File: config.mk
export PLATFORM = sky130hd
export DESIGN_NAME = ped_queue
export DESIGN_NICKNAME = d
export VERILOG_FILES = /design/src/hdl/palette_error_diffusion_dither_assert.svh /design/src/hdl/ped_pkg.sv /design/src/hdl/ped_queue.sv
export SDC_FILE = /design/constraint.sdc
export NUM_CORES = 1
export LEC_CHECK = 0
export BUFFER_PORTS_ARGS = -buffer_cell sky130_fd_sc_hd__buf_2
export CAP_MARGIN = 10
export CORE_ASPECT_RATIO = 1.4
export CORE_MARGIN = 2
export CORE_UTILIZATION = 40
export DETAILED_ROUTE_END_ITERATION = 8
export PLACE_DENSITY = 0.69
export SLEW_MARGIN = 10
export SYNTH_ARGS = -nofsm -noshare
export SYNTH_HDL_FRONTEND = slang
export SYNTH_SLANG_ARGS = --single-unit
File: constraint.sdc
create_clock -name clock -period 1.9 [get_ports clock]
set_input_delay 0.19 -clock clock [delete_from_list [all_inputs] [get_ports clock]]
set_output_delay 0.19 -clock clock [all_outputs]
set_load 0.1 [all_outputs]
File: src/hdl/palette_error_diffusion_dither_assert.svh
// ----------------------------------------------------------------------------
// Palette dither assertion macros
// Concurrent assertion wrappers clocked on clock and disabled during reset.
// ----------------------------------------------------------------------------
`ifndef PALETTE_ERROR_DIFFUSION_DITHER_ASSERT_SVH
`define PALETTE_ERROR_DIFFUSION_DITHER_ASSERT_SVH
`ifndef ASSERT_OFF
`define PED_ASSERT(label, prop) \
   label: assert property (@(posedge clock) disable iff (reset) prop) \
      else $error("palette dither assertion failed");
`define PED_NEVER(label, expr) \
   label: assert property (@(posedge clock) disable iff (reset) !(expr)) \
      else $error("palette dither forbidden condition");
`else
`define PED_ASSERT(label, prop)
`define PED_NEVER(label, expr)
`endif
`endif

File: src/hdl/ped_pkg.sv
// ----------------------------------------------------------------------------
// Palette dither package
// Shared constants, codes and types of the palette error-diffusion dither.
// ----------------------------------------------------------------------------
`default_nettype none
package ped_pkg;
   localparam int MAX_WIDTH     = 1024;
   localparam int COL_W         = $clog2(MAX_WIDTH);
   localparam int PALETTE_DEPTH = 256;
   localparam int PAL_AW        = $clog2(PALETTE_DEPTH);
   localparam int QUEUE_DEPTH   = 2;
   localparam int NUM_TARGETS   = 6;

   localparam int METHOD_W  = 2;
   localparam int WIDTH_W   = 11;
   localparam int HEIGHT_W  = 16;
   localparam int ENTRIES_W = 9;
   localparam int CSR_IDX_W  = 2;
   localparam int CSR_DATA_W = 16;

   localparam logic [METHOD_W-1:0] METHOD_NONE     = 2'd0;
   localparam logic [METHOD_W-1:0] METHOD_FLOYD    = 2'd1;
   localparam logic [METHOD_W-1:0] METHOD_ATKINSON = 2'd2;

   localparam logic [CSR_IDX_W-1:0] REG_METHOD  = 2'd0;
   localparam logic [CSR_IDX_W-1:0] REG_WIDTH   = 2'd1;
   localparam logic [CSR_IDX_W-1:0] REG_HEIGHT  = 2'd2;
   localparam logic [CSR_IDX_W-1:0] REG_ENTRIES = 2'd3;

   typedef enum logic {KIND_LOAD, KIND_PIXEL} kind_type;

   typedef struct packed {
      kind_type    kind;
      logic [7:0]  entry;
      logic [31:0] color;
   } item_type;

   typedef struct packed {
      logic [METHOD_W-1:0]  method;
      logic [WIDTH_W-1:0]   width;
      logic [HEIGHT_W-1:0]  height;
      logic [ENTRIES_W-1:0] entries;
   } cfg_type;

   typedef enum logic [2:0] {
      ST_CLEAR, ST_IDLE, ST_ADD, ST_SEARCH, ST_ERR, ST_TARGET, ST_WRITE, ST_FINISH
   } state_type;
endpackage
`default_nettype wire

File: src/hdl/ped_queue.sv
// ----------------------------------------------------------------------------
// Palette dither item queue
// Short queue between the front and the back of the dither.
// ----------------------------------------------------------------------------
`default_nettype none
module ped_queue (
   input  wire logic              clock,
   input  wire logic              reset,
   input  wire logic              in_valid,
   output      logic              in_ready,
   input  wire ped_pkg::item_type in_item,
   output      logic              out_valid,
   input  wire logic              out_ready,
   output      ped_pkg::item_type out_item
);
   localparam int PTR_W = $clog2(ped_pkg::QUEUE_DEPTH);

   ped_pkg::item_type          slot_ff [ped_pkg::QUEUE_DEPTH];
   logic [PTR_W-1:0]           wr_ptr_ff, wr_ptr_in;
   logic [PTR_W-1:0]           rd_ptr_ff, rd_ptr_in;
   logic [PTR_W:0]             count_ff, count_in;
   logic                       push, pop;

   always_comb begin
      in_ready  = count_ff != (PTR_W+1)'(ped_pkg::QUEUE_DEPTH);
      out_valid = count_ff != '0;
      out_item  = slot_ff[rd_ptr_ff];
      push      = in_valid && in_ready;
      pop       = out_valid && out_ready;
      wr_ptr_in = push ? wr_ptr_ff + 1'b1 : wr_ptr_ff;
      rd_ptr_in = pop ? rd_ptr_ff + 1'b1 : rd_ptr_ff;
      count_in  = count_ff + (PTR_W+1)'(push) - (PTR_W+1)'(pop);
   end

   always_ff @(posedge clock) begin
      if (push) begin
         slot_ff[wr_ptr_ff] <= in_item;
      end
      if (reset) begin
         wr_ptr_ff <= '0;
         rd_ptr_ff <= '0;
         count_ff  <= '0;
      end else begin
         wr_ptr_ff <= wr_ptr_in;
         rd_ptr_ff <= rd_ptr_in;
         count_ff  <= count_in;
      end
   end
endmodule
`default_nettype wire

# Yosys cells after proc, flatten, opt, wreduce, memory -nomap -nowiden
# Memory sizes are Yosys's and may differ from the RTL's. A register that Yosys moved wholly into a read port is not among the register bits.
# Index checks and enable logic that the tools add are counted.
classes:
  reduce_logical: 3
  n_eq_ne: 1
  muxes: 4
  addsub: 4
op_table:
  columns: ["operator", "n"]
  rows:
  - ["2-to-1 mux 1 bit", 4]
  - ["adder 1 bit, second input constant", 2]
  - ["adder 2 x 1 -> 2 bit", 1]
  - ["logical AND 1 bit", 2]
  - ["!= test 2 bit, second input constant", 1]
  - ["nonzero test 2 bit", 1]
  - ["subtractor 2 x 1 -> 2 bit", 1]
word_totals:
  wordCells: 16
  out_inout_bits: 43
  regBits: 4
  in_bits: 45
  mem_count: 1
  mem_bits_rw: 82
mem_list:
  columns: ["name", "words", "width", "read_ports", "rd_clocked_by_memory_dff", "write_ports", "line", "source"]
  rows:
  - ["slot_ff", 2, 41, 1, 1, 1, "ped_queue.sv:18", "ped_pkg::item_type slot_ff [ped_pkg::QUEUE_DEPTH];"]

# Longest topological paths before layout
# Gate-level depths: netlist (run 1).
depth:
  ltp_word: 4
  mapped_depth: 6
  ltp_nobuf: 6

# Worst setup path after synthesis (run 1)
# No wires, ideal clock.
synth_timing:
  kind: "register to register"
  start: "register count_ff[0]"
  end: "memory slot_ff[1][0] (netlist bit), enable pin"
  synth_period_minus_slack_ps: 2821
  arrival_ps: 2419
  stages_incl_launch_ff: 3
  path_slack_ps: -921
  path_cell_list: "dfxtp_1 nand2b_1 and3_1"
synth_between:
  elab_chain_len: 4
synth_rtl:
  columns: ["element", "line", "source"]
  rows:
  - ["from (decl)", "ped_queue.sv:21", "logic [PTR_W:0] count_ff, count_in;"]
  - ["from (signal assigned)", "ped_queue.sv:46", "count_ff <= count_in;"]
  - ["!= test 2 bit", "ped_queue.sv:25", "in_ready = count_ff != (PTR_W+1)'(ped_pkg::QUEUE_DEPTH);"]
  - ["named net in_ready", "ped_queue.sv:10", "output logic in_ready,"]
  - ["logical AND 1 bit", "ped_queue.sv:28", "push = in_valid && in_ready;"]
  - ["2-to-1 mux 1 bit", "ped_queue.sv:36", "if (push) begin"]
  - ["2-to-1 mux 1 bit (not written as such)", "ped_queue.sv:37", "slot_ff[wr_ptr_ff] <= in_item;"]
  - ["to (decl)", "ped_queue.sv:18", null]
# The timed path passes the listed nets, and every way through them passes these cells.

==> results.json, run 1 <==
{
  "status": "complete, no violations",
  "start_kind": "register",
  "critPathMaxFanout": 25,
  "rsz0062_at_grt": "no",
  "synth.most_common_cell": "edfxtp_1",
  "fill_cells": 577,
  "grt_pass1_wl_um": 8060,
  "yosysTopAreaCellShare": 0.768,
  "path_class": "register to output pin",
  "p_per_area_mw_per_mm2": 1550,
  "ys.warnings.count": 0,
  "dieArea_sq_mm": 0.00876,
  "synth_edf_count": 82,
  "fmax_mhz": 568,
  "drc": 0,
  "initial_core_util": 0.414,
  "cts_sinks": 87,
  "crit_required_ns": 1.71,
  "dr.pass1.iters": 4,
  "routed_via_density": 4.72,
  "area_delta_synth_final_pct": 42.8,
  "drv_cap": 0,
  "die_w_um": 79.7,
  "core_area_sq_mm": 0.00775,
  "endpoint_kind": "output pin",
  "grtUsageMet3": 0.0402,
  "drtIter0Drc": 74,
  "die_y_um": 110,
  "syn_area_per_cell_sq_um": 20.4,
  "setup_viol": 0,
  "place_hpwl_um": 3680,
  "critical_path_arrival_ns": 1.57,
  "rr_endpoint": "count_ff[1]",
  "cts_tree": "built",
  "post_cts_buffers": 0,
  "clkSlewWorstSetupHoldPaths_ns": 0.08,
  "synth_area_leaders": "edfxtp_1, mux2_2, dfxtp_1",
  "regToRegSetupSlack_ns": 0.29,
  "gr-usage-all-layers": 0.127,
  "use_met2": 0.227,
  "regArea_sq_mm": 0.00256,
  "fin_crit_sh": 0.927,
  "drive_gt1_frac": 0.578,
  "place_congestion": 0.655,
  "hold-path-cell-count": 1,
  "grt_busiest_layer": "met2",
  "timing.hold.ws_ns": 0.0391,
  "r2r_cells": 6,
  "async_flop_share": 0,
  "grt_pass1_vias": 1709,
  "fin_tns_setup_ns": 0,
  "hold_buffers": 0,
  "synth.distinct_cells": 22,
  "drtAntennaViolNets": 0,
  "finalHoldViolations": 0,
  "io_pins": 88,
  "yosysTopAreaCell": "edfxtp_1",
  "vdd_drop_max_uv": 1040,
  "syn_area_sq_mm": 0.00321,
  "clk_latency_ns": 0.33,
  "synth_ff_type": "edfxtp_1",
  "wl_per_cell_um": 14.9,
  "dr_total_vias": 1688,
  "antenna_found_initial": 0,
  "slew_viol_final": 0,
  "synthTopCellsByCount": "edfxtp_1, mux2_2, buf_2, dfxtp_1, nor2_1",
  "synth-seq-cells": 87,
  "synth_cells": 157,
  "pre_cts_slack_ns": 0.291,
  "relSlewSlack": 0.677,
  "grt_use_met1": 0.133,
  "hold_path_class": "primary input to register",
  "grt_max_degree": 41,
  "h-tree-depth": 3,
  "holdCritStartpoint": "in_item[25]",
  "yosysSeqAreaShare": 0.799,
  "cts.path.max_buffers": 2,
  "tightest_slew_ns": 0.487,
  "min_to": "slot_ff[1][25]",
  "fin_skew_ns": 0.00766,
  "rows": 38,
  "cts_root_buf": "clkbuf_8",
  "syn_nets": 203,
  "globalRouteOverflowTotal": 0,
  "port_buffers": 87,
  "setup_ws_ns": 0.138,
  "numCtsBuffers": 9,
  "n_antenna_cell": 0,
  "nNetsFinal": 301,
  "fin_crit_ns": 1.76,
  "worstReg2RegStart": "count_ff[1]",
  "drt-total-wl_um": 5330,
  "leakage_nw": 1.71,
  "multi_input_area_sq_um": 624
}
-- sequential cells by signal (all words and copies together) (netlist names), named ones only --
register / cells
wr_ptr_ff: 1
rd_ptr_ff: 1
slot_ff: 82
count_ff: 2
-- how the worst max path moves through the flow --
stage | start | cells after the start | to | slack (ns)
2_1_floorplan | count_ff[1] | 3 | slot_ff[0][0] | 0.02
4_1_cts | register | 3 | out_item[40] | 0.03
5_1_grt | register | 3 | out_item[40] | 0.06
6_report | register | 3 | out_item[40] | 0.14
3_3_place_gp | count_ff[1] | 6 | count_ff[1] | 0.39
3_5_place_dp | count_ff[1] | 6 | count_ff[1] | 0.29
-- area by class of cell --
cell class	instances	share of cell area
Sequential cell	87	0.560
Clock buffer	10	0.0279
Tap cell	100	0.0273
Inverter	1	0.00164
Multi-Input combinational cell	64	0.136
Timing Repair Buffer	92	0.231
Clock inverter	4	0.0158
-- per-stage QoR --
step	utilization	power [W]	instance area [sq um]	instances
finish	0.591	0.00711	4580	358
global route	0.591	0.00733	4580	358
CTS	0.591	0.00718	4580	358
detailed placement	0.565	0.00588	4380	344
global placement	0.565	0.00584	4380	344
floorplan	-	0.00473	3220	157
-- where the power goes --
| part | internal, W | switching [W] |
|---|---|---|
| Combinational | 0.00115 | 0.00226 |
| Sequential | 0.00233 | 0.0000674 |
| Clock | 0.000724 | 0.000575 |
-- placed cells by master, fill, tap and decap left out, drive strengths merged, types with 2 or more instances in the layout --
master / synthesis / layout
buf: 5 / 92
edfxtp: 82 / 82
mux2: 42 / 42
clkbuf: 0 / 10
nor2: 5 / 5
dfxtp: 5 / 5
nor2b: 2 / 2
o21ai: 2 / 2
clkinvlp: 0 / 2
bufinv: 0 / 2
a21bo: 2 / 2
-- logic make-up (layout without fill, tap and decap cells) --
logic type	Yosys count	count (layout)	share of synthesized area
buffers and inverters	6	107	0.00897
multiplexers	42	42	0.147
adder cells (fa/ha/maj)	1	1	0.00390
AO/OA/AOI/OAI	7	7	0.0160
AND/OR/NAND/NOR	13	13	0.0219
flip-flops	87	87	0.799
XOR/XNOR	1	1	0.00273
-- metal layers --
metal  up-vias  part of all wire
met4         0             0.020
li1        809                 -
met1       821              0.37
met3         9             0.052
met5         -                 0
met2        49              0.56
-- critical path, stage by stage (launching register included) --
cell and delay [ns]:
dfxtp_2 0.34, buf_6 0.24, mux2_1 0.35, buf_2 0.29
-- repair_timing --
action,CTS,global route
resized for setup,0,1
endpoints found under the setup margin,0,3
endpoints found under the hold margin,0,0
(Power assumes the default switching activity.)
==> run 2, diff against run 1 <==
--- a/config.mk
+++ b/config.mk
@@ -7,11 +7,10 @@
 export LEC_CHECK = 0
 export BUFFER_PORTS_ARGS = -buffer_cell sky130_fd_sc_hd__buf_2
 export CAP_MARGIN = 10
-export CORE_ASPECT_RATIO = 1.4
 export CORE_MARGIN = 2
 export CORE_UTILIZATION = 40
 export DETAILED_ROUTE_END_ITERATION = 8
-export PLACE_DENSITY = 0.69
+export PLACE_DENSITY = 0.71
 export SLEW_MARGIN = 10
 export SYNTH_ARGS = -nofsm -noshare
 export SYNTH_HDL_FRONTEND = slang
==> results.json, run 2 (same netlist as run 1, synthesis figures left out) <==
{
  "place_hpwl_um": 3590,
  "setup_ws_ns": 0.125,
  "p_per_area_mw_per_mm2": 1570,
  "cpLargestDelayFamily": "buffers and inverters",
  "drtAntennaViolNets": 0,
  "drive_gt1_frac": 0.584,
  "r2r_cells": 6,
  "port_buffers": 87,
  "cts_root_buf": "clkbuf_8",
  "pre_cts_slack_ns": 0.306,
  "finalHoldViolations": 0,
  "relSlewSlack": 0.670,
  "worstReg2RegStart": "count_ff[1]",
  "core_area_sq_mm": 0.00777,
  "die_w_um": 93.5,
  "fin_util": 0.519,
  "hold_path_class": "primary input to register",
  "drv_cap": 0,
  "cts_tree": "built",
  "post_cts_buffers": 0,
  "slowest_stage": "mux2_2",
  "rows": 32,
  "holdCritStartpoint": "in_item[7]",
  "setup_viol": 0,
  "drc": 0,
  "tightest_slew_ns": 0.499,
  "fin_crit_sh": 0.934,
  "clk_latency_ns": 0.34,
  "hold-path-cell-count": 1,
  "place_congestion": 0.655,
  "status": "complete, no violations",
  "top_regs": "slot_ff x82, count_ff x2",
  "layout_common_cells": "buf_2, edfxtp_1, mux2_2, clkbuf_8, buf_4",
  "cts_resized": 0,
  "crit_chain": "buf_4, mux2_2, buf_2",
  "vdd_drop_max_uv": 829,
  "h-tree-depth": 3,
  "fin_crit_ns": 1.77,
  "path_class": "register to output pin",
  "timing.hold.ws_ns": 0.0274,
  "drtIter0Drc": 36,
  "instances_no_fill": 365,
  "critPathMaxFanout": 14,
  "globalRouteOverflowTotal": 0,
  "wl_per_cell_um": 14.5,
  "grt_pass1_wl_um": 7930,
  "hold_buffers": 0,
  "endpoint_kind": "output pin",
  "grt_pass1_vias": 1703,
  "largest_reg_flops": 82,
  "initial_core_util": 0.413,
  "fin_tns_setup_ns": 0,
  "gr-usage-all-layers": 0.124,
  "clkSlewWorstSetupHoldPaths_ns": 0.09,
  "dr.pass1.iters": 4,
  "path_depth": 3,
  "nNetsFinal": 303,
  "cts_sinks": 87,
  "regToRegSetupSlack_ns": 0.29,
  "cts.path.max_buffers": 2,
  "fmax_mhz": 564,
  "slew_viol_final": 0,
  "crit_required_ns": 1.71,
  "die_y_um": 93.5,
  "area_delta_synth_final_pct": 25.8,
  "path_buf_inv": 2,
  "mostFrequentLayoutCell": "buf_2",
  "critical_path_arrival_ns": 1.58,
  "slowest_delay_ns": 0.37,
  "place_inst": 348,
  "fin_skew_ns": 0.00811,
  "leakage_nw": 1.52,
  "min_to": "slot_ff[0][7]",
  "start_kind": "register",
  "regMostFlops": "slot_ff",
  "dr_total_vias": 1682,
  "dieArea_sq_mm": 0.00875,
  "numCtsBuffers": 9,
  "antenna_found_initial": 1,
  "routed_via_density": 4.61,
  "grt_max_degree": 29,
  "io_pins": 88,
  "drt-total-wl_um": 5300,
  "rr_endpoint": "count_ff[1]",
  "rsz0062_at_grt": "no"
}
## run 2: changes by cell type in the layout (fill, tap and decap cells not counted)
cell	before	now
clkinvlp_4	2	1
buf_2	49	87
clkinv_4	0	2
clkinv_1	0	1
clkbuf_8	9	11
diode_2	0	1
buf_6	1	0
buf_4	3	6
clkbuf_1	1	0
bufinv_16	2	1
buf_12	39	1
## run 2: report_power, final
group	switching, W	total (W)	internal [W]
logic	0.00214	0.00266	0.000520
registers	0.0000673	0.00240	0.00233
clock network	0.000607	0.00128	0.000677
## run 2: worst reg2reg max path, stage by stage (launching register included)
cell	delay, ns
dfxtp_1	0.47
nor2b_1	0.09
a211oi_1	0.23
nor2_1	0.08
ha_1	0.20
and2b_1	0.16
mux2_1	0.28
## run 2: metrics by stage
| stage | total power [W] | cell area (sq um) |
|---|---|---|
| final | 0.00634 | 4030 |
| after global placement | 0.00510 | 3820 |
| after detailed placement | 0.00512 | 3820 |
| after floorplan | 0.00473 | 3220 |
| after CTS | 0.00642 | 4030 |
| after global routing | 0.00657 | 4030 |
## run 2: final cells by class
cell class,count,area [sq um]
diodes,1,2.50
clock buffers,11,151
clock inverters,5,56.3
fillers,672,3730
inverters,1,7.51
multi-input cells,64,624
flip-flops and latches,87,2560
well taps,102,128
repair buffers,94,500
## run 2: worst max path at each step
stage	start	to	slack, ns
floorplan	count_ff[1]	slot_ff[0][0]	0.02
global placement	count_ff[1]	count_ff[1]	0.37
detailed placement	count_ff[1]	count_ff[1]	0.31
CTS	register	out_item[14]	0.09
global route	register	out_item[8]	0.06
finish	register	out_item[14]	0.13
## run 2: metal layers
layer | GRT usage | vias to the layer above | wire, um
met3 | 0.0395 | 11 | 360
met1 | 0.140 | 809 | 2180
li1 | - | 810 | -
met4 | 0.0580 | 0 | 104
met2 | 0.213 | 52 | 2660
met5 | 0 | - | 0
