===== src/hdl/palette_error_diffusion_dither_assert.svh =====
// ----------------------------------------------------------------------------
// Palette dither assertion macros
// Concurrent assertion wrappers clocked on clock and disabled during reset.
// ----------------------------------------------------------------------------
`ifndef PALETTE_ERROR_DIFFUSION_DITHER_ASSERT_SVH
`define PALETTE_ERROR_DIFFUSION_DITHER_ASSERT_SVH
`ifndef ASSERT_OFF
`define PED_ASSERT(label, prop) \
   label: assert property (@(posedge clock) disable iff (reset) prop) \
      else $error("palette dither assertion failed");
`define PED_NEVER(label, expr) \
   label: assert property (@(posedge clock) disable iff (reset) !(expr)) \
      else $error("palette dither forbidden condition");
`else
`define PED_ASSERT(label, prop)
`define PED_NEVER(label, expr)
`endif
`endif


===== src/hdl/ped_pkg.sv =====
// ----------------------------------------------------------------------------
// Palette dither package
// Shared constants, codes and types of the palette error-diffusion dither.
// ----------------------------------------------------------------------------
`default_nettype none
package ped_pkg;
   localparam int MAX_WIDTH     = 1024;
   localparam int COL_W         = $clog2(MAX_WIDTH);
   localparam int PALETTE_DEPTH = 256;
   localparam int PAL_AW        = $clog2(PALETTE_DEPTH);
   localparam int QUEUE_DEPTH   = 2;
   localparam int NUM_TARGETS   = 6;

   localparam int METHOD_W  = 2;
   localparam int WIDTH_W   = 11;
   localparam int HEIGHT_W  = 16;
   localparam int ENTRIES_W = 9;
   localparam int CSR_IDX_W  = 2;
   localparam int CSR_DATA_W = 16;

   localparam logic [METHOD_W-1:0] METHOD_NONE     = 2'd0;
   localparam logic [METHOD_W-1:0] METHOD_FLOYD    = 2'd1;
   localparam logic [METHOD_W-1:0] METHOD_ATKINSON = 2'd2;

   localparam logic [CSR_IDX_W-1:0] REG_METHOD  = 2'd0;
   localparam logic [CSR_IDX_W-1:0] REG_WIDTH   = 2'd1;
   localparam logic [CSR_IDX_W-1:0] REG_HEIGHT  = 2'd2;
   localparam logic [CSR_IDX_W-1:0] REG_ENTRIES = 2'd3;

   typedef enum logic {KIND_LOAD, KIND_PIXEL} kind_type;

   typedef struct packed {
      kind_type    kind;
      logic [7:0]  entry;
      logic [31:0] color;
   } item_type;

   typedef struct packed {
      logic [METHOD_W-1:0]  method;
      logic [WIDTH_W-1:0]   width;
      logic [HEIGHT_W-1:0]  height;
      logic [ENTRIES_W-1:0] entries;
   } cfg_type;

   typedef enum logic [2:0] {
      ST_CLEAR, ST_IDLE, ST_ADD, ST_SEARCH, ST_ERR, ST_TARGET, ST_WRITE, ST_FINISH
   } state_type;
endpackage
`default_nettype wire


===== src/hdl/ped_req_if.sv =====
// ----------------------------------------------------------------------------
// Request channel
// Valid/ready channel carrying palette loads and pixels.
// ----------------------------------------------------------------------------
`default_nettype none
interface ped_req_if;
   logic       valid;
   logic       ready;
   logic       operation;
   logic [7:0] entry_number;
   logic [7:0] red;
   logic [7:0] green;
   logic [7:0] blue;
   logic [7:0] alpha;
   modport source (output valid, operation, entry_number, red, green, blue, alpha,
                   input ready);
   modport sink (input valid, operation, entry_number, red, green, blue, alpha,
                 output ready);
endinterface
`default_nettype wire


===== src/hdl/ped_front.sv =====
// ----------------------------------------------------------------------------
// Palette dither front
// Accepts request transfers and classifies them as palette loads or pixels.
// ----------------------------------------------------------------------------
`default_nettype none
module ped_front (
   input  wire logic              clock,
   input  wire logic              reset,
   ped_req_if.sink                req_bus,
   output      logic              out_valid,
   input  wire logic              out_ready,
   output      ped_pkg::item_type out_item
);
   logic              valid_ff, valid_in;
   ped_pkg::item_type item_ff, item_in;
   logic              take;

   always_comb begin
      req_bus.ready = !valid_ff || out_ready;
      take          = req_bus.valid && req_bus.ready;
      out_valid     = valid_ff;
      out_item      = item_ff;
      item_in.kind  = req_bus.operation ? ped_pkg::KIND_PIXEL : ped_pkg::KIND_LOAD;
      item_in.entry = req_bus.entry_number;
      item_in.color = {req_bus.alpha, req_bus.blue, req_bus.green, req_bus.red};
      valid_in      = take || (valid_ff && !out_ready);
   end

   always_ff @(posedge clock) begin
      if (take) begin
         item_ff <= item_in;
      end
      if (reset) begin
         valid_ff <= 1'b0;
      end else begin
         valid_ff <= valid_in;
      end
   end
endmodule
`default_nettype wire


===== src/flat_wrapper.sv =====
// flat-port wrapper written by rule: the top's interface ports become plain ports
module ped_front_flat 
  (clock, reset, out_valid, out_ready, out_item, req_bus_valid, req_bus_operation, req_bus_entry_number, req_bus_red, req_bus_green, req_bus_blue, req_bus_alpha, req_bus_ready);
  ped_req_if req_bus_i ();
  input  wire logic clock;
  input  wire logic reset;
  output      logic out_valid;
  input  wire logic out_ready;
  output      ped_pkg::item_type out_item;
  input wire logic [$bits(req_bus_i.valid)-1:0] req_bus_valid;
  input wire logic [$bits(req_bus_i.operation)-1:0] req_bus_operation;
  input wire logic [$bits(req_bus_i.entry_number)-1:0] req_bus_entry_number;
  input wire logic [$bits(req_bus_i.red)-1:0] req_bus_red;
  input wire logic [$bits(req_bus_i.green)-1:0] req_bus_green;
  input wire logic [$bits(req_bus_i.blue)-1:0] req_bus_blue;
  input wire logic [$bits(req_bus_i.alpha)-1:0] req_bus_alpha;
  output wire logic [$bits(req_bus_i.ready)-1:0] req_bus_ready;
  assign req_bus_i.valid = req_bus_valid;
  assign req_bus_i.operation = req_bus_operation;
  assign req_bus_i.entry_number = req_bus_entry_number;
  assign req_bus_i.red = req_bus_red;
  assign req_bus_i.green = req_bus_green;
  assign req_bus_i.blue = req_bus_blue;
  assign req_bus_i.alpha = req_bus_alpha;
  assign req_bus_ready = req_bus_i.ready;
  ped_front u_core (.clock(clock), .reset(reset), .req_bus(req_bus_i), .out_valid(out_valid), .out_ready(out_ready), .out_item(out_item));
endmodule

===== config.mk =====
export PLATFORM = sky130hd
export DESIGN_NAME = ped_front_flat
export DESIGN_NICKNAME = d
export VERILOG_FILES = /design/src/hdl/palette_error_diffusion_dither_assert.svh /design/src/hdl/ped_pkg.sv /design/src/hdl/ped_req_if.sv /design/src/hdl/ped_front.sv /design/src/flat_wrapper.sv
export SDC_FILE = /design/constraint.sdc
export NUM_CORES = 1
export LEC_CHECK = 0
export BUFFER_PORTS_ARGS = -buffer_cell sky130_fd_sc_hd__clkbuf_2
export CAP_MARGIN = 15
export CORE_MARGIN = 5
export CORE_UTILIZATION = 42
export CTS_BUF_LIST = sky130_fd_sc_hd__clkbuf_2 sky130_fd_sc_hd__clkbuf_4 sky130_fd_sc_hd__clkbuf_8
export CTS_CLUSTER_SIZE = 20
export DETAILED_ROUTE_END_ITERATION = 8
export PLACE_DENSITY = 0.78
export REMOVE_ABC_BUFFERS = 1
export SLEW_MARGIN = 20
export SYNTH_ARGS = -nofsm -noshare
export SYNTH_HDL_FRONTEND = slang
export SYNTH_SLANG_ARGS = --single-unit

===== constraint.sdc =====
create_clock -name clock -period 1.3 [get_ports clock]
set_input_delay 0.26 -clock clock [delete_from_list [all_inputs] [get_ports clock]]
set_output_delay 0.26 -clock clock [all_outputs]
set_load 0.1 [all_outputs]

== Word-level counts from Yosys, hierarchy flattened ==
Cells that the tools add are included.

* Multiplexer cells: 1
* Reduce and logical (&&, ||, !) cells: 6

{| class="wikitable"
|+ Operators with widths
! operator !! number
|-
| logical AND 1 bit || 2
|-
| logical NOT 1 bit || 2
|-
| logical OR 1 bit || 2
|-
| two-way mux 1 bit || 1
|}

* Register bits after elaboration: 42
* Input port bits: 45
* Output and inout bits: 43
* Logic and storage cells: 11

== Logic depth before layout (Yosys ltp) ==
Gate-level depths: netlist of the first run.

* Depth in word-level cells: 4
* Mapped depth: 2
* Depth with buffers taken out: 2

== Worst setup path after synthesis of the first run ==
No wires, ideal clock.

* Path type: reg2reg
* Start: register u_core.valid_ff (netlist: u_core.out_valid)
* End: register u_core.item_ff (netlist bit u_core.out_item[0]) (enable)
* Setup time: 0.291 ns
* Arrival time: 1.771 ns
* Required time: 1.009 ns
* Path slack: -0.761 ns
* Stages on the path, launching flop included: 3
* Path buffers: 0
* Clock period less this slack: 2.061 ns
* Path through: dfxtp_1 > nand2b_4 > and2_4

* Cells in the longest elaborated chain, start to end: 3

{| class="wikitable"
|+ RTL lines
! what !! RTL line !! text
|-
| start: declaration || ped_front.sv:14 || <nowiki>logic valid_ff, valid_in;</nowiki>
|-
| start signal: assignment || ped_front.sv:36 || <nowiki>valid_ff <= valid_in;</nowiki>
|-
| logical NOT 1 bit || ped_front.sv:19 || <nowiki>req_bus.ready = !valid_ff || out_ready;</nowiki>
|-
| logical OR 1 bit || ped_front.sv:19 ||
|-
| via req_bus_ready || flat_wrapper.sv:17 || <nowiki>output wire logic [$bits(req_bus_i.ready)-1:0] req_bus_ready;</nowiki>
|-
| logical AND 1 bit || ped_front.sv:20 || <nowiki>take = req_bus.valid && req_bus.ready;</nowiki>
|-
| via u_core.take || ped_front.sv:16 || <nowiki>logic take;</nowiki>
|-
| end signal: assignment || ped_front.sv:31 || <nowiki>item_ff <= item_in;</nowiki>
|-
| end: declaration || ped_front.sv:15 || <nowiki>ped_pkg::item_type item_ff, item_in;</nowiki>
|}

The timed path passes the listed nets, and every way through them passes these cells.
A chain may end at the register's enable or synchronous reset.

== Worst setup path in the final report of the first run ==
* Start: register u_core.item_ff (netlist bit u_core.out_item[12])
* End: output out_item[12] in the netlist's numbering

{| class="wikitable"
|+ RTL lines
! what !! RTL line !! text
|-
| end: declaration || flat_wrapper.sv:9 || <nowiki>output ped_pkg::item_type out_item;</nowiki>
|}

No word-level cell between the ends.

==> results of run 1 <==
## worst max-delay path by stage
stage,from,end,slack [ns],cells after the start
floorplan,u_core.out_valid,u_core.out_item[0],-0.76,2
global placement,out_ready,u_core.out_item[17],0.18,4
detailed placement,out_ready,u_core.out_item[35],0.14,4
CTS,u_core.out_item[35],out_item[35],0.01,1
global route,u_core.out_item[35],out_item[35],-0.04,1
finish,u_core.out_item[12],out_item[12],0.03,1
## metrics by stage
step,std cells,instance area (µm²)
finish,178,2520
global route,178,2520
CTS,177,2510
detailed placement,169,2460
global placement,169,2460
floorplan,46,1290
## cells in the final DEF, fill, tap and decap left out, types with 2 or more instances in the layout
| master | synthesis | layout |
|---|---|---|
| buf_12 | 0 | 45 |
| clkbuf_2 | 0 | 44 |
| edfxtp_1 | 41 | 41 |
| clkbuf_4 | 0 | 5 |
| buf_4 | 0 | 2 |
## final cells by class
type | count | area, µm² | area share (%)
clock buffers | 5 | 37.5 | 1.49
inverters | 1 | 3.75 | 0.149
flip-flops and latches | 42 | 1250 | 49.8
clock inverters | 3 | 16.3 | 0.645
repair buffers | 91 | 1140 | 45.1
multi-input cells | 3 | 31.3 | 1.24
well taps | 33 | 41.3 | 1.64
## power groups by stage
stage | combinational, mW | sequential, mW | clock [mW]
after detailed placement | 1.01 | 1.68 | 0
after floorplan | 0.0422 | 2.18 | 0
after global placement | 0.992 | 1.67 | 0
after global routing | 1.03 | 1.65 | 0.699
after CTS | 1.01 | 1.65 | 0.624
final | 1.01 | 1.65 | 0.608
## state kept, by name (all words and copies together), names as in the netlist
signal,count
u_core.out_valid,1
u_core.out_item,41
## timing repair
item / CTS / global route
gates resized for setup: 1 / 1
setup buffers: 0 / 1
pin swaps: 0 / 0
setup endpoints to repair: 1 / 12
## kinds of logic (layout without fill, tap and decap cells)
kind of cell / Yosys count / after routing / share of synthesized area [%]
AND/OR/NAND/NOR: 2 / 2 / 1.75
AO/OA/AOI/OAI: 1 / 1 / 0.681
flip-flops: 42 / 42 / 97.3
buffers and inverters: 1 / 100 / 0.292
## per-layer routing
metal  share of wire [%]  up-vias  global-route usage (%)
li1                    -      378                       -
met1                  32      369                    16.7
met2                  51       59                    27.3
met3                  15        5                    12.0
met4                 2.2        0                    9.33
met5                   0        -                       0
==> impl_results.md, run 1 <==
* Status: complete, no violations
* Kind of critical path: register to primary output
* Largest net degree at the start of global routing at 20
* Routability cong. at 0.648
* Synth area leader: edfxtp_1
* Most common cell in the netlist: edfxtp_1
* Hold path endpoint: u_core.out_item[4]
* Slowest cell on crit path: edfxtp_1
* Post-Syn Area at 1290 µm²
* Startpoint class of the critical path: register
* Area growth syn-to-layout at 96.0%
* Setup ws final at 0.0288 ns
* FP Rows at 20
* Predominant post-synthesis flop cell: edfxtp_1
* Combinational power share at 30.9%
* Endpoint of the lowest-slack register-to-register path: u_core.out_item[23]
* YS warnings at 0
* Sequential share of power at 50.5%
* Share of layout cells above drive strength 1 at 70.3%
* Least-Margin Pin Slew at 0.140 ns
* Worst hold slack at 0.0651 ns
* Slew Limit Fails at 0
* Mean instance size in the synthesized netlist at 28.0 µm²
* Hold path depth at 1
* DR WL/cell at 19.0 µm
* Clock Latency Late Sink at 0.36 ns
* Ant diodes at 0
* Port Buffers at 87
* RSZ-0062 raised after global routing: true
* Post-place setup slack at 0.140 ns
* Final period util at 97.8%
* CTS Hold Bufs at 0
* Iteration-0 DRC Markers at 14
* Total power at 3.26 mW
* Overflow after GRT at 0
* Clock Sinks at 42
* Synthesis-stage register bit count at 42
* Psw at 1.12 mW
* Cell variety after synth at 6
* CP delay by family, top: flip-flops
* Final number of hold-violating endpoints at 0
* Routed WL at 3.38 mm
* Power share of the clock group at 18.6%
* Number of global-route vias before repair at 914
* Clock buffer depth at 2
* Worst r2r src: u_core.out_valid
* GRT Overall Usage at 17.3%
* CP arrival at 1.01 ns
* Clock skew at 0.00987 ns
* Worst r2r path cells at 3
* Clk slew on worst S/H paths at 0.13 ns
* Vias per Instance at 4.56
* Full die area at 4270 µm²
* Final ANT Viol Nets at 0
* Slew HR at 90.7%
* Total CTS buffers at 5
* Fill count at 141
* Min-delay src: req_bus_red[4]
* Seq/Total Area, Yosys at 97.3%
* # nets final at 189
* Core area at 3000 µm²
* Final Util at 84.0%
* Cell count after synthesis at 46
* Global-route wire length before repair at 4.90 mm
* Crit path buf inv count at 1
* Required time of the critical path at 1.04 ns
* Worst hold path type: input pin to register
* R2r setup slk at 0.17 ns
* Worst VDD drop at 1.23 mV
* CTS Root Buffer Type: clkbuf_4
* Post-route setup TNS at 0 ns
* Crit path time final at 1.27 ns
* Synth async-reset ratio at 0%
* P_leak at 1.07 nW
* CP max FO at 1
* Die Y at 65.3 µm
* Yosys top cell area share at 95.7%
* Maximum Capacitance Violations at 0
* Via Count at 811
* Die W at 65.3 µm
* Drt drc at 0
* Sw Ratio at 34.5%
* Initial antenna violation count at 0
* # IOs at 88
* Post-DP HPWL at 2.69 mm
* Crit path cell chain: buf_12
* TritonCTS clock tree: done
* First-pass DRT Iterations at 3
* Initial Utilization at 42.8%
* Setup violations, final at 0
* P_int at 2.14 mW
* Number of synthesized flops with an enable pin at 41
* Critical Path End Type: primary output
* Max Freq at 0.787 GHz
* Largest cells by area after synthesis: edfxtp_1 96%, dfxtp_1 1.6%, nand2b_4 1.1%
* Power Density at 1290 nW/µm²
* CP max stage delay at 0.45 ns
* # H-tree levels at 2
No activity file was read; power rests on OpenSTA's default activity.
==> run 2, diff against run 1 <==
--- a/config.mk
+++ b/config.mk
@@ -5,7 +5,7 @@
 export SDC_FILE = /design/constraint.sdc
 export NUM_CORES = 1
 export LEC_CHECK = 0
-export BUFFER_PORTS_ARGS = -buffer_cell sky130_fd_sc_hd__clkbuf_2
+export BUFFER_PORTS_ARGS = -buffer_cell sky130_fd_sc_hd__buf_2
 export CAP_MARGIN = 15
 export CORE_MARGIN = 5
 export CORE_UTILIZATION = 42
==> impl_results.md, run 2 (synthesis results as in run 1) <==
* Worst hold path type: input pin to register (unchanged)
* Final Util at 85.0% (was 84.0%)
* Min-delay src: reset (was req_bus_red[4])
* R2r setup slk at 0.10 ns (was 0.17 ns)
* Slew Limit Fails at 0 (unchanged)
* Clock Sinks at 42 (unchanged)
* Placed Cells at 169 (unchanged)
* Final period util at 95.0% (was 97.8%)
* DR WL/cell at 17.2 µm (was 19.0 µm)
* CP max FO at 3 (was 1)
* Setup violations, final at 0 (unchanged)
* First-pass DRT Iterations at 4 (was 3)
* Power Density at 1340 nW/µm² (was 1290 nW/µm²)
* Startpoint class of the critical path: register (unchanged)
* Most common cell after layout, fill and taps aside: buf_12 (unchanged)
* Full die area at 4270 µm² (unchanged)
* TritonCTS clock tree: done (unchanged)
* P_leak at 1.08 nW (was 1.07 nW)
* Least-Margin Pin Slew at 0.129 ns (was 0.140 ns)
* Critical Path End Type: primary output (unchanged)
* Routed WL at 3.08 mm (was 3.38 mm)
* Ant diodes at 0 (unchanged)
* Clock Latency Late Sink at 0.32 ns (was 0.36 ns)
* CTS Root Buffer Type: clkbuf_4 (unchanged)
* Area growth syn-to-layout at 98.4% (was 96.0%)
* Endpoint of the lowest-slack register-to-register path: u_core.out_item[38] (was u_core.out_item[23])
* Global-route wire length before repair at 4.73 mm (was 4.90 mm)
* Commonest cells after routing, fill and taps aside: 45 x buf_12, 44 x buf_2, 41 x edfxtp_1 (was 45 x buf_12, 44 x clkbuf_2, 41 x edfxtp_1)
* Core area at 3000 µm² (unchanged)
* Kind of critical path: register to primary output (unchanged)
* Final number of hold-violating endpoints at 0 (unchanged)
* CTS Hold Bufs at 0 (unchanged)
* Clock skew at 0.00672 ns (was 0.00987 ns)
* CP arrival at 0.97 ns (was 1.01 ns)
* Clock buffer depth at 2 (unchanged)
* Clk slew on worst S/H paths at 0.11 ns (was 0.13 ns)
* Iteration-0 DRC Markers at 27 (was 14)
* Total CTS buffers at 5 (unchanged)
* Share of layout cells above drive strength 1 at 71.2% (was 70.3%)
* Worst r2r path cells at 4 (was 3)
* Die Y at 65.3 µm (unchanged)
* FP Rows at 20 (unchanged)
* Routability cong. at 0.649 (was 0.648)
* Die W at 65.3 µm (unchanged)
* Hold path endpoint: u_core.out_valid (was u_core.out_item[4])
* Largest register FFs at 41 (unchanged)
* Initial Utilization at 42.8% (unchanged)
* Final ANT Viol Nets at 0 (unchanged)
* Overflow after GRT at 0 (unchanged)
* Required time of the critical path at 1.04 ns (about the same)
* # IOs at 88 (unchanged)
* # H-tree levels at 2 (unchanged)
* Vias per Instance at 4.58 (was 4.56)
* Initial antenna violation count at 0 (unchanged)
* Max Freq at 0.810 GHz (was 0.787 GHz)
* Final Non-Filler Cells at 179 (was 178)
* Number of global-route vias before repair at 949 (was 914)
* Crit path time final at 1.23 ns (was 1.27 ns)
* # nets final at 190 (was 189)
* Status: complete, no violations (unchanged)
* Drt drc at 0 (unchanged)
* Port Buffers at 87 (unchanged)
* Largest net degree at the start of global routing at 20 (unchanged)
* Via Count at 819 (was 811)
* GRT Overall Usage at 16.0% (was 17.3%)
* Maximum Capacitance Violations at 0 (unchanged)
* Hold path depth at 2 (was 1)
* Post-DP HPWL at 2.61 mm (was 2.69 mm)
* RSZ-0062 raised after global routing: false (was true)
* Slew HR at 91.4% (was 90.7%)
* Worst VDD drop at 1.00 mV (was 1.23 mV)
* Worst r2r src: u_core.out_valid (unchanged)
## run 2: layer usage
layer	vias up	wire, µm	global-route usage (%)
li1	380	-	-
met1	380	940	15.7
met2	57	1630	26.7
met3	2	489	10.6
met4	0	23	6.22
met5	-	0	0
## run 2: per-stage QoR
step	worst slack (ns)	hold slack (ns)	total power [mW]	TNS [ns]	instance area (µm²)
floorplan	-0.761	0.322	2.23	-31.87	1290
CTS	0.0309	0.0566	3.46	0	2530
detailed placement	0.165	0.431	2.69	0	2460
finish	0.0652	0.0798	3.42	0	2550
global placement	0.180	0.424	2.67	0	2460
global route	0.0134	0.0618	3.55	0	2550
## run 2: worst max-delay path, cell delays in order (launching register included)
cell and delay, ns:
dfxtp_4 0.38, nand2b_4 0.09, buf_12 0.17
## run 2: report_power, final
group          internal (mW)  leakage (nW)  switching, mW
clock                  0.399        0.0450          0.373
sequential              1.58         0.406         0.0641
combinational          0.355         0.629          0.649
total                   2.34          1.08           1.09
## run 2: layout make-up
class	count	area (µm²)
Clock inverter	3	40.0
Tap cell	33	41.3
Inverter	1	3.75
Clock buffer	5	37.5
Fill cell	136	450
Multi-Input combinational cell	3	31.3
Sequential cell	42	1250
Timing Repair Buffer	92	1140
## run 2: how the worst max path moves through the flow
stage,startpoint,endpoint,slack [ns],depth (start not counted)
3_3_place_gp,out_ready,u_core.out_item[29],0.18,4
6_report,u_core.out_valid,req_bus_ready,0.07,2
3_5_place_dp,out_ready,u_core.out_item[11],0.16,4
4_1_cts,u_core.out_valid,req_bus_ready,0.03,2
5_1_grt,u_core.out_valid,req_bus_ready,0.01,2
2_1_floorplan,u_core.out_valid,u_core.out_item[0],-0.76,2
## run 2: repair_timing
| item | CTS | global route |
|---|---|---|
| endpoints found under the setup margin | 1 | 1 |
| pin swaps | 0 | 0 |
| setup buffers | 0 | 2 |
| resized for setup | 1 | 1 |
